## src/rtl/core/gbts_pkg.sv

```systemverilog
package gbts_pkg;

  // field widths of the stream items
  localparam int ACTION_W = 2;
  localparam int CHAR_W   = 8;
  localparam int POS_W    = 11;
  localparam int STATUS_W = 3;

  // default store size in bytes
  localparam int DEFAULT_CAPACITY = 1024;

  // requested edit action
  typedef enum logic [ACTION_W-1:0] {
    ACT_INSERT = 2'd0,
    ACT_DELETE = 2'd1,
    ACT_MOVE   = 2'd2,
    ACT_READ   = 2'd3
  } action_e;

  // completion status reported with every result
  typedef enum logic [STATUS_W-1:0] {
    STAT_OK      = 3'd0,
    STAT_FULL    = 3'd1,
    STAT_BADMOVE = 3'd2,
    STAT_NODEL   = 3'd3,
    STAT_RANGE   = 3'd4
  } status_e;

  // one result item
  typedef struct packed {
    status_e               status;
    logic [POS_W-1:0]      cursor;
    logic [POS_W-1:0]      text_length;
    logic [CHAR_W-1:0]     char_out;
  } result_t;

endpackage

```

## src/rtl/core/gbts_engine.sv

```systemverilog
module gbts_engine import gbts_pkg::*; #(
  parameter int CAPACITY = DEFAULT_CAPACITY
) (
  input  logic                        clk_i,
  input  logic                        rst_ni,
  // command side
  input  logic                        cmd_valid_i,
  output logic                        cmd_ready_o,
  input  action_e                     cmd_action_i,
  input  logic [CHAR_W-1:0]           cmd_char_i,
  input  logic [POS_W-1:0]            cmd_pos_i,
  // result side
  output logic                        res_valid_o,
  input  logic                        res_ready_i,
  output result_t                     res_o,
  // text memory
  output logic                        mem_we_o,
  output logic [$clog2(CAPACITY)-1:0] mem_waddr_o,
  output logic [CHAR_W-1:0]           mem_wdata_o,
  output logic                        mem_re_o,
  output logic [$clog2(CAPACITY)-1:0] mem_raddr_o,
  input  logic [CHAR_W-1:0]           mem_rdata_i
);

  localparam int AW = $clog2(CAPACITY);
  localparam int PW = $clog2(CAPACITY + 1);
  localparam int XW = (PW > POS_W) ? PW : POS_W;

  localparam logic [1:0] S_IDLE = 2'd0;
  localparam logic [1:0] S_EXEC = 2'd1;
  localparam logic [1:0] S_MWR  = 2'd2;
  localparam logic [1:0] S_RDW  = 2'd3;

  logic [1:0]        state_q, state_d;
  logic [PW-1:0]     gb_q, gb_d, gf_q, gf_d;
  logic [PW-1:0]     gb_new, gf_new;
  action_e           act_q;
  logic [CHAR_W-1:0] char_q;
  logic [POS_W-1:0]  pos_q;

  logic [PW-1:0]     gap, len_now, len_new, gb_m1, gf_m1;
  logic [XW-1:0]     pos_x, gb_x, len_x, rd_idx, len_new_x, gb_new_x;
  logic              fwd, bwd, commit;
  status_e           status;
  logic [CHAR_W-1:0] char_out;

  // gap geometry
  assign gap     = gf_q - gb_q;
  assign len_now = PW'(CAPACITY) - gap;
  assign gb_m1   = gb_q - 1'b1;
  assign gf_m1   = gf_q - 1'b1;
  assign pos_x   = XW'(pos_q);
  assign gb_x    = XW'(gb_q);
  assign len_x   = XW'(len_now);
  assign fwd     = pos_x > gb_x;
  assign bwd     = pos_x < gb_x;
  assign rd_idx  = bwd ? pos_x : pos_x + XW'(gap);

  // sequencer
  always_comb begin
    state_d     = state_q;
    gb_new      = gb_q;
    gf_new      = gf_q;
    commit      = 1'b0;
    res_valid_o = 1'b0;
    status      = STAT_OK;
    char_out    = '0;
    cmd_ready_o = 1'b0;
    mem_we_o    = 1'b0;
    mem_waddr_o = gb_q[AW-1:0];
    mem_wdata_o = char_q;
    mem_re_o    = 1'b0;
    mem_raddr_o = rd_idx[AW-1:0];

    unique case (state_q)
      S_IDLE: begin
        cmd_ready_o = 1'b1;
        if (cmd_valid_i) begin
          state_d = S_EXEC;
        end
      end
      S_EXEC: begin
        case (act_q)
          ACT_INSERT: begin
            res_valid_o = 1'b1;
            if (gb_q == gf_q) begin
              status = STAT_FULL;
            end else begin
              gb_new   = gb_q + 1'b1;
              mem_we_o = res_ready_i;
            end
          end
          ACT_DELETE: begin
            res_valid_o = 1'b1;
            if (gb_q == '0) begin
              status = STAT_NODEL;
            end else begin
              gb_new = gb_m1;
            end
          end
          ACT_MOVE: begin
            if (pos_x > len_x) begin
              res_valid_o = 1'b1;
              status      = STAT_BADMOVE;
            end else if (!fwd && !bwd) begin
              res_valid_o = 1'b1;
            end else begin
              // fetch the byte that crosses the gap next
              mem_re_o    = 1'b1;
              mem_raddr_o = fwd ? gf_q[AW-1:0] : gb_m1[AW-1:0];
              state_d     = S_MWR;
            end
          end
          default: begin
            if (pos_x >= len_x) begin
              res_valid_o = 1'b1;
              status      = STAT_RANGE;
            end else begin
              mem_re_o = 1'b1;
              state_d  = S_RDW;
            end
          end
        endcase
        if (res_valid_o && res_ready_i) begin
          commit  = 1'b1;
          state_d = S_IDLE;
        end
      end
      S_MWR: begin
        // land the fetched byte on the other side of the gap
        mem_we_o    = 1'b1;
        mem_wdata_o = mem_rdata_i;
        commit      = 1'b1;
        if (fwd) begin
          mem_waddr_o = gb_q[AW-1:0];
          gb_new      = gb_q + 1'b1;
          gf_new      = gf_q + 1'b1;
        end else begin
          mem_waddr_o = gf_m1[AW-1:0];
          gb_new      = gb_m1;
          gf_new      = gf_m1;
        end
        state_d = S_EXEC;
      end
      S_RDW: begin
        res_valid_o = 1'b1;
        char_out    = mem_rdata_i;
        if (res_ready_i) begin
          state_d = S_IDLE;
        end
      end
      default: begin
        state_d = S_IDLE;
      end
    endcase

    gb_d = commit ? gb_new : gb_q;
    gf_d = commit ? gf_new : gf_q;
  end

  // result fields after the action
  assign len_new   = PW'(CAPACITY) - (gf_new - gb_new);
  assign len_new_x = XW'(len_new);
  assign gb_new_x  = XW'(gb_new);

  always_comb begin
    res_o.char_out    = char_out;
    res_o.text_length = len_new_x[POS_W-1:0];
    res_o.cursor      = gb_new_x[POS_W-1:0];
    res_o.status      = status;
  end

  // control state
  always_ff @(posedge clk_i or negedge rst_ni) begin
    if (!rst_ni) begin
      state_q <= S_IDLE;
      gb_q    <= '0;
      gf_q    <= PW'(CAPACITY);
    end else begin
      state_q <= state_d;
      gb_q    <= gb_d;
      gf_q    <= gf_d;
    end
  end

  // command capture
  always_ff @(posedge clk_i) begin
    if (cmd_valid_i && cmd_ready_o) begin
      act_q  <= cmd_action_i;
      char_q <= cmd_char_i;
      pos_q  <= cmd_pos_i;
    end
  end

endmodule

```

## config.mk

```make
export PLATFORM = sky130hd
export DESIGN_NAME = gbts_engine
export DESIGN_NICKNAME = d
export VERILOG_FILES = /design/src/rtl/core/gbts_pkg.sv /design/src/rtl/core/gbts_engine.sv
export SDC_FILE = /design/constraint.sdc
export NUM_CORES = 1
export LEC_CHECK = 0
export BUFFER_PORTS_ARGS = -buffer_cell sky130_fd_sc_hd__buf_4
export CORE_UTILIZATION = 58
export DETAILED_ROUTE_END_ITERATION = 7
export PLACE_DENSITY_LB_ADDON = 0.1
export SYNTH_ARGS = -nofsm -noshare
export SYNTH_HDL_FRONTEND = slang
export SYNTH_SLANG_ARGS = --single-unit
```

## constraint.sdc

```tcl
create_clock -name clk_i -period 7.7 [get_ports clk_i]
set_input_delay 1.925 -clock clk_i [delete_from_list [all_inputs] [get_ports clk_i]]
set_output_delay 1.925 -clock clk_i [all_outputs]
set_load 0.1 [all_outputs]
```

; Word level (Yosys, flattened, before mapping)
; Index checks and enable logic that the tools add are counted.
[word_totals]
ff_bits = 45
input_bits = 33
out_inout_bits = 65
word_cells = 89
[classes]
n_addsub = 9
magnitude_cmp = 4
eq_ne = 12
mux = 48
n_reduce_logical = 10
[ops]
columns = cell, count
row1 = $mux W10, 8
row2 = $mux W11, 5
row3 = $pmux W11 S2, 2
row4 = $add A11 B1 Y11 const B, 2
row5 = $gt A11 B11 Y1, 2
row6 = $sub A11 B1 Y11 const B, 2
row7 = $sub A11 B11 Y11, 2
row8 = $sub A11 B11 Y11 const A, 2
row9 = $mux W2, 8
row10 = $mux W8, 2
row11 = $mux W1, 13
row12 = $eq A11 B11 Y1, 1
row13 = $ge A11 B11 Y1, 1
row14 = $logic_not A11 Y1, 1
row15 = $lt A11 B11 Y1, 1
row16 = $add A10 B10 Y10, 1
row17 = $pmux W1 S2, 5
row18 = $pmux W3 S3, 1
row19 = $ne A4 B4 Y1 const B, 2
row20 = $pmux W2 S4, 1
row21 = $eq A2 B2 Y1 const B, 3
row22 = $mux W3, 2
row23 = $reduce_and A6 Y1, 1
row24 = $eq A2 B1 Y1 const B, 2
row25 = 8 further kinds, 13

; Longest topological paths before layout
[logic_depth]
ltp_word = 10
depth_mapped = 22
depth_no_buf = 21

; Worst setup path after synthesis
; No wires, ideal clock.
[synth_timing]
path_kind = reg-to-output
from = reg gb_q[5]
to = out res_o[17] (netlist bit)
t_arrival_ps = 7586
required_time_ps = 5775
slack_ps = -1811
stages_incl_launch_ff = 22
path_buffers = 3
cell_sequence = dfrtp_1 > clkbuf_1 > inv_1 > ha_1 > nand4_1 > a211oi_1 > a2111oi_4 > nand2b_1 > buf_2 > buf_2 > nand2_1 > nand3_1 > nand3_1 > a21boi_0 > ha_1 > ha_1 > a21oi_1 > o21bai_1 > a21oi_1 > o21bai_1 > a21oi_1 > xnor2_1
[synth_lines]
columns = item, line
row1 = start: declaration, gbts_engine.sv:35  ; logic [PW-1:0] gb_q, gb_d, gf_q, gf_d;
row2 = start signal: assignment, gbts_engine.sv:181  ; gb_q <= gb_d;
row3 = end: declaration, gbts_engine.sv:15  ; output result_t res_o,

; Final worst setup path
[layout_timing]
from = reg gf_q[0]
to = out mem_raddr_o[7]
[layout_between]
elab_chain_len = 7
elab_cells_between_ends = 9
classes_between = add/sub (3) / order compare (1) / mux (5)
[layout_rtl]
columns = item, line
row1 = start: declaration, gbts_engine.sv:35
row2 = start signal: assignment, gbts_engine.sv:178  ; gf_q <= PW'(CAPACITY);
row3 = start signal: assignment, gbts_engine.sv:182  ; gf_q <= gf_d;
row4 = $sub A11 B11 Y11 (*), gbts_engine.sv:48  ; assign gap = gf_q - gb_q;
row5 = branches (longest 5 deep; another with $sub A11 B11 Y11), n/a
row6 = $mux W10 (*), gbts_engine.sv:75  ; unique case (state_q)
row7 = end: declaration, gbts_engine.sv:21  ; output logic [$clog2(CAPACITY)-1:0] mem_raddr_o,
; Mark *: on every way between the ends.

==> flow_summary.html <==
<table>
<tr><th>Metric</th><th>Value</th></tr>
<tr><th colspan="2">Synth</th></tr>
<tr><td>Synth top area cells</td><td>sky130_fd_sc_hd__ha_1 15%, sky130_fd_sc_hd__edfxtp_1 11%, sky130_fd_sc_hd__dfrtp_1 10%</td></tr>
<tr><td>Area leader, netlist</td><td>sky130_fd_sc_hd__ha_1</td></tr>
<tr><td>Share of flip-flops with an asynchronous set or reset</td><td>a little over half</td></tr>
<tr><td>Area of the mapped netlist</td><td>roughly 5700 sq um</td></tr>
<tr><td>Dominant register cell in the synthesized netlist</td><td>sky130_fd_sc_hd__dfrtp_1</td></tr>
<tr><td>Most numerous cell types in the synthesized netlist</td><td>69 x sky130_fd_sc_hd__ha_1, 65 x sky130_fd_sc_hd__nand2_1, 54 x sky130_fd_sc_hd__xnor2_1</td></tr>
<tr><td>Count leader, synth</td><td>sky130_fd_sc_hd__ha_1</td></tr>
<tr><td>Post-synthesis net count</td><td>around 800</td></tr>
<tr><td>Flip-flop and latch count after synthesis</td><td>45</td></tr>
<tr><td>Share of Yosys cell area claimed by the top area cell type</td><td>15.1%</td></tr>
<tr><td>Cells after synthesis</td><td>between 600 and 700</td></tr>
<tr><td>Per-instance average area after synthesis</td><td>between 8 and 9 sq um</td></tr>
<tr><td>Register area share after synthesis</td><td>a little over a fifth</td></tr>
<tr><td>Warnings from Yosys</td><td>0</td></tr>
<tr><td>Number of distinct library cells after synthesis</td><td>67</td></tr>
<tr><td>Number of enable-type register cells in the synthesized netlist</td><td>21</td></tr>
<tr><th colspan="2">Detailed routing</th></tr>
<tr><td>Average via count per standard cell</td><td>approximately 6.5</td></tr>
<tr><td>Drt total wl</td><td>just under 20000 um</td></tr>
<tr><td>Total via count after detailed routing</td><td>between 6000 and 7000</td></tr>
<tr><td>Top Metal Used</td><td>met4</td></tr>
<tr><td>Residual antenna-violating net count after detailed routing</td><td>0</td></tr>
<tr><td>Met1 WL</td><td>7780 um</td></tr>
<tr><td>Met3 layer wire length in the routed design</td><td>about 2000 um</td></tr>
<tr><td>DR WL/cell</td><td>21.0 um</td></tr>
<tr><td>Starting DRC count in detailed routing</td><td>roughly 700</td></tr>
<tr><td>Pre-antenna DRT Iters</td><td>6</td></tr>
<tr><td>Detail Route met2 WL</td><td>8610 um</td></tr>
<tr><td>DRC viols</td><td>0</td></tr>
<tr><th colspan="2">Final layout</th></tr>
<tr><td>Layout Area Growth over Synthesis</td><td>21.9%</td></tr>
<tr><td>Layout cell share with drive strength beyond 1</td><td>24.5%</td></tr>
<tr><td>Net count reported at finish</td><td>approximately 900</td></tr>
<tr><td>Antenna diode count</td><td>0</td></tr>
<tr><td>Final core utilization</td><td>between 70% and 80%</td></tr>
<tr><th colspan="2">STA</th></tr>
<tr><td>Worst Tran Pin Value</td><td>between 800 and 900 ps</td></tr>
<tr><td>Fraction of the cycle the final worst path needs</td><td>a little over nine tenths</td></tr>
<tr><td>Max frequency</td><td>between 100 and 150 MHz</td></tr>
<tr><td>Final WS setup</td><td>151 ps</td></tr>
<tr><td>Max Clock Skew</td><td>22.3 ps</td></tr>
<tr><td>Worst hold slack after final layout</td><td>roughly 570 ps</td></tr>
<tr><td>Sum of negative setup slack</td><td>0 ps</td></tr>
<tr><td># setup viols final</td><td>0</td></tr>
<tr><td>Post-layout minimum cycle time</td><td>roughly 7500 ps</td></tr>
<tr><td>Max-slew violation count</td><td>0</td></tr>
<tr><td>Final hold viol count</td><td>0</td></tr>
<tr><td>Worst slew margin relative to its limit</td><td>41.2%</td></tr>
<tr><td>Setup repair after global routing missed its margin</td><td>yes</td></tr>
<tr><th colspan="2">Status</th></tr>
<tr><td>Outcome</td><td>complete, no violations</td></tr>
<tr><th colspan="2">Die</th></tr>
<tr><td>Horizontal die dimension</td><td>101 um</td></tr>
<tr><td>Core ar.</td><td>between 9000 and 10000 sq um</td></tr>
<tr><td>Number of I/O pins</td><td>roughly 100</td></tr>
<tr><td># rows</td><td>35</td></tr>
<tr><td>Initial core utilization</td><td>between 60% and 70%</td></tr>
<tr><td>Chip Height</td><td>slightly above 100 um</td></tr>
<tr><td>Area of the die</td><td>about 10000 sq um</td></tr>
<tr><th colspan="2">Global routing</th></tr>
<tr><td>Global route overflow</td><td>0</td></tr>
<tr><td>Number of antenna violations at the first check in global routing</td><td>0</td></tr>
<tr><td>Pin count of the biggest net entering global routing</td><td>34</td></tr>
<tr><td>Vias in the first global route</td><td>about 5600</td></tr>
<tr><td>Global routing usage summed across all routing layers</td><td>around 38%</td></tr>
<tr><td>First-pass GRT wire length</td><td>around 30000 um</td></tr>
<tr><th colspan="2">Clock network</th></tr>
<tr><td>TritonCTS Buffers</td><td>5</td></tr>
<tr><td>Number of buffers on the longest clock path</td><td>2</td></tr>
<tr><td>Number of H-tree levels</td><td>2</td></tr>
<tr><td>Clock slew at reported path FFs</td><td>around 110 ps</td></tr>
<tr><td>TritonCTS clock tree</td><td>done</td></tr>
<tr><td># clock sinks</td><td>45</td></tr>
<tr><td>Worst-Skew Late Latency</td><td>~320 ps</td></tr>
<tr><td>Buffer type at the clock tree root</td><td>sky130_fd_sc_hd__clkbuf_8</td></tr>
<tr><th colspan="2">Placed design</th></tr>
<tr><td>Setup slack at placement</td><td>approximately 270 ps</td></tr>
<tr><td>HPWL after detailed placement</td><td>between 10000 and 15000 um</td></tr>
<tr><td>Input/output buffers</td><td>slightly below 100</td></tr>
<tr><td>Last weighted congestion value of the routability-driven placer</td><td>about 1.1</td></tr>
<tr><th colspan="2">Critical path</th></tr>
<tr><td>Data required time at the worst endpoint</td><td>roughly 5800 ps</td></tr>
<tr><td>Type of the setup path with the least slack</td><td>reg2out</td></tr>
<tr><td>Critical path endpoint category</td><td>primary output</td></tr>
<tr><td>Worst-path maximum fanout</td><td>7</td></tr>
<tr><td>Startpoint type of the worst setup path</td><td>register</td></tr>
<tr><td>CP Data Arrival Time</td><td>5620 ps</td></tr>
<tr><th colspan="2">Hold path</th></tr>
<tr><td>Worst hold path class</td><td>reg2reg</td></tr>
<tr><th colspan="2">Job</th></tr>
<tr><td>Max-cap viol count</td><td>0</td></tr>
</table>
==> routing by layer <==
| metal | GRT usage (%) | vias to the layer above |
|---|---|---|
| li1 | - | 2703 |
| met1 | 52.8 | 2805 |
| met2 | 62.0 | 424 |
| met3 | 4.49 | 92 |
| met4 | 14.8 | 0 |
| met5 | 0 | - |
==> area by class of cell <==
| type | count | area (sq um) |
|---|---|---|
| clock inverters | 2 | 17.5 |
| flip-flops and latches | 45 | 1240 |
| multi-input cells | 576 | 4350 |
| well taps | 129 | 161 |
| inverters | 38 | 150 |
| repair buffers | 125 | 953 |
| clock buffers | 6 | 93.8 |
| fillers | 723 | 2410 |
==> repair_timing <==
item,in CTS,in global routing
hold buffers,0,0
cloned,0,1
buffers inserted,0,5
setup endpoints to repair,1,12
gates resized for setup,1,22
pin swaps,0,2
==> path summary, 6_finish.rpt <==
| check | from | to | slack [ps] | depth (start not counted) |
|---|---|---|---|---|
| worst max-delay path | gf_q[0] | mem_raddr_o[7] | 150 | 21 |
| worst min-delay path | gf_q[10] | gf_q[10] | 570 | 1 |
| worst max register to register | gf_q[0] | gb_q[2] | 1910 | 19 |
| worst min register to register | gf_q[10] | gf_q[10] | 570 | 1 |
| max in group asynchronous | rst_ni | gf_q[10] | 5900 | 1 |
| min in group asynchronous | rst_ni | gb_q[3] | 1500 | 1 |
==> logic make-up (layout without fill, tap and decap cells) <==
group / after synthesis / in the layout / share of synthesized area, %
flip-flops: 45 / 45 / 21.6
AO/OA/AOI/OAI: 162 / 162 / 18.7
buffers and inverters: 71 / 171 / 4.86
XOR/XNOR: 79 / 79 / 12.6
multiplexers: 30 / 30 / 5.54
AND/OR/NAND/NOR: 233 / 233 / 20.6
adder cells (fa/ha/maj): 72 / 72 / 16.2
==> critical path, stage by stage, from the launching register on <==
cell and delay, ps:
sky130_fd_sc_hd__dfrtp_2 440, sky130_fd_sc_hd__inv_1 150, sky130_fd_sc_hd__ha_1 270, sky130_fd_sc_hd__fa_1 430
sky130_fd_sc_hd__nor2b_1 160, sky130_fd_sc_hd__o21a_1 160, sky130_fd_sc_hd__nor2_1 50, sky130_fd_sc_hd__xnor2_1 230
sky130_fd_sc_hd__or4_4 490, sky130_fd_sc_hd__or3_4 360, sky130_fd_sc_hd__nor3_2 120, sky130_fd_sc_hd__xnor3_1 230
sky130_fd_sc_hd__ha_1 330, sky130_fd_sc_hd__nand4_1 170, sky130_fd_sc_hd__a21oi_1 70, sky130_fd_sc_hd__a211oi_2 260
sky130_fd_sc_hd__a21oi_2 150, sky130_fd_sc_hd__nor3_2 340, sky130_fd_sc_hd__buf_4 270, sky130_fd_sc_hd__nor3_1 100
sky130_fd_sc_hd__a211oi_2 260, sky130_fd_sc_hd__buf_6 260
==> cells in the final DEF (no fill, tap or decap), types with 6 or more instances in the layout <==
cell	count
sky130_fd_sc_hd__xnor2_1	50
sky130_fd_sc_hd__dfrtp_1	18
sky130_fd_sc_hd__inv_1	31
sky130_fd_sc_hd__edfxtp_1	21
sky130_fd_sc_hd__mux2i_1	17
sky130_fd_sc_hd__o211ai_1	9
sky130_fd_sc_hd__o21ai_0	34
sky130_fd_sc_hd__nor2_1	47
sky130_fd_sc_hd__nor3b_1	6
sky130_fd_sc_hd__a21oi_1	40
sky130_fd_sc_hd__nand4_1	13
sky130_fd_sc_hd__nor3_1	15
sky130_fd_sc_hd__ha_1	69
sky130_fd_sc_hd__mux2_2	13
sky130_fd_sc_hd__a21o_1	9
sky130_fd_sc_hd__buf_4	121
sky130_fd_sc_hd__nand3_1	29
sky130_fd_sc_hd__or3_1	8
sky130_fd_sc_hd__xor2_1	23
sky130_fd_sc_hd__nand2_1	65
sky130_fd_sc_hd__and2_1	9
==> flip-flops by register name, summed over array words and instances, names as in the netlist <==
signal   count
state_q      2
act_q        2
char_q       8
pos_q       11
gf_q        11
gb_q        11
==> per-stage QoR <==
step           instances  instance area, sq um
2_1_floorplan        692                  5800
3_3_place_gp         907                  6720
3_5_place_dp         907                  6720
4_1_cts              915                  6830
5_1_grt              921                  6960
6_report             921                  6960
Power is left out: the tool's default activity adds up to more than one toggle a clock period on the data nets, which glitch-free logic cannot reach.
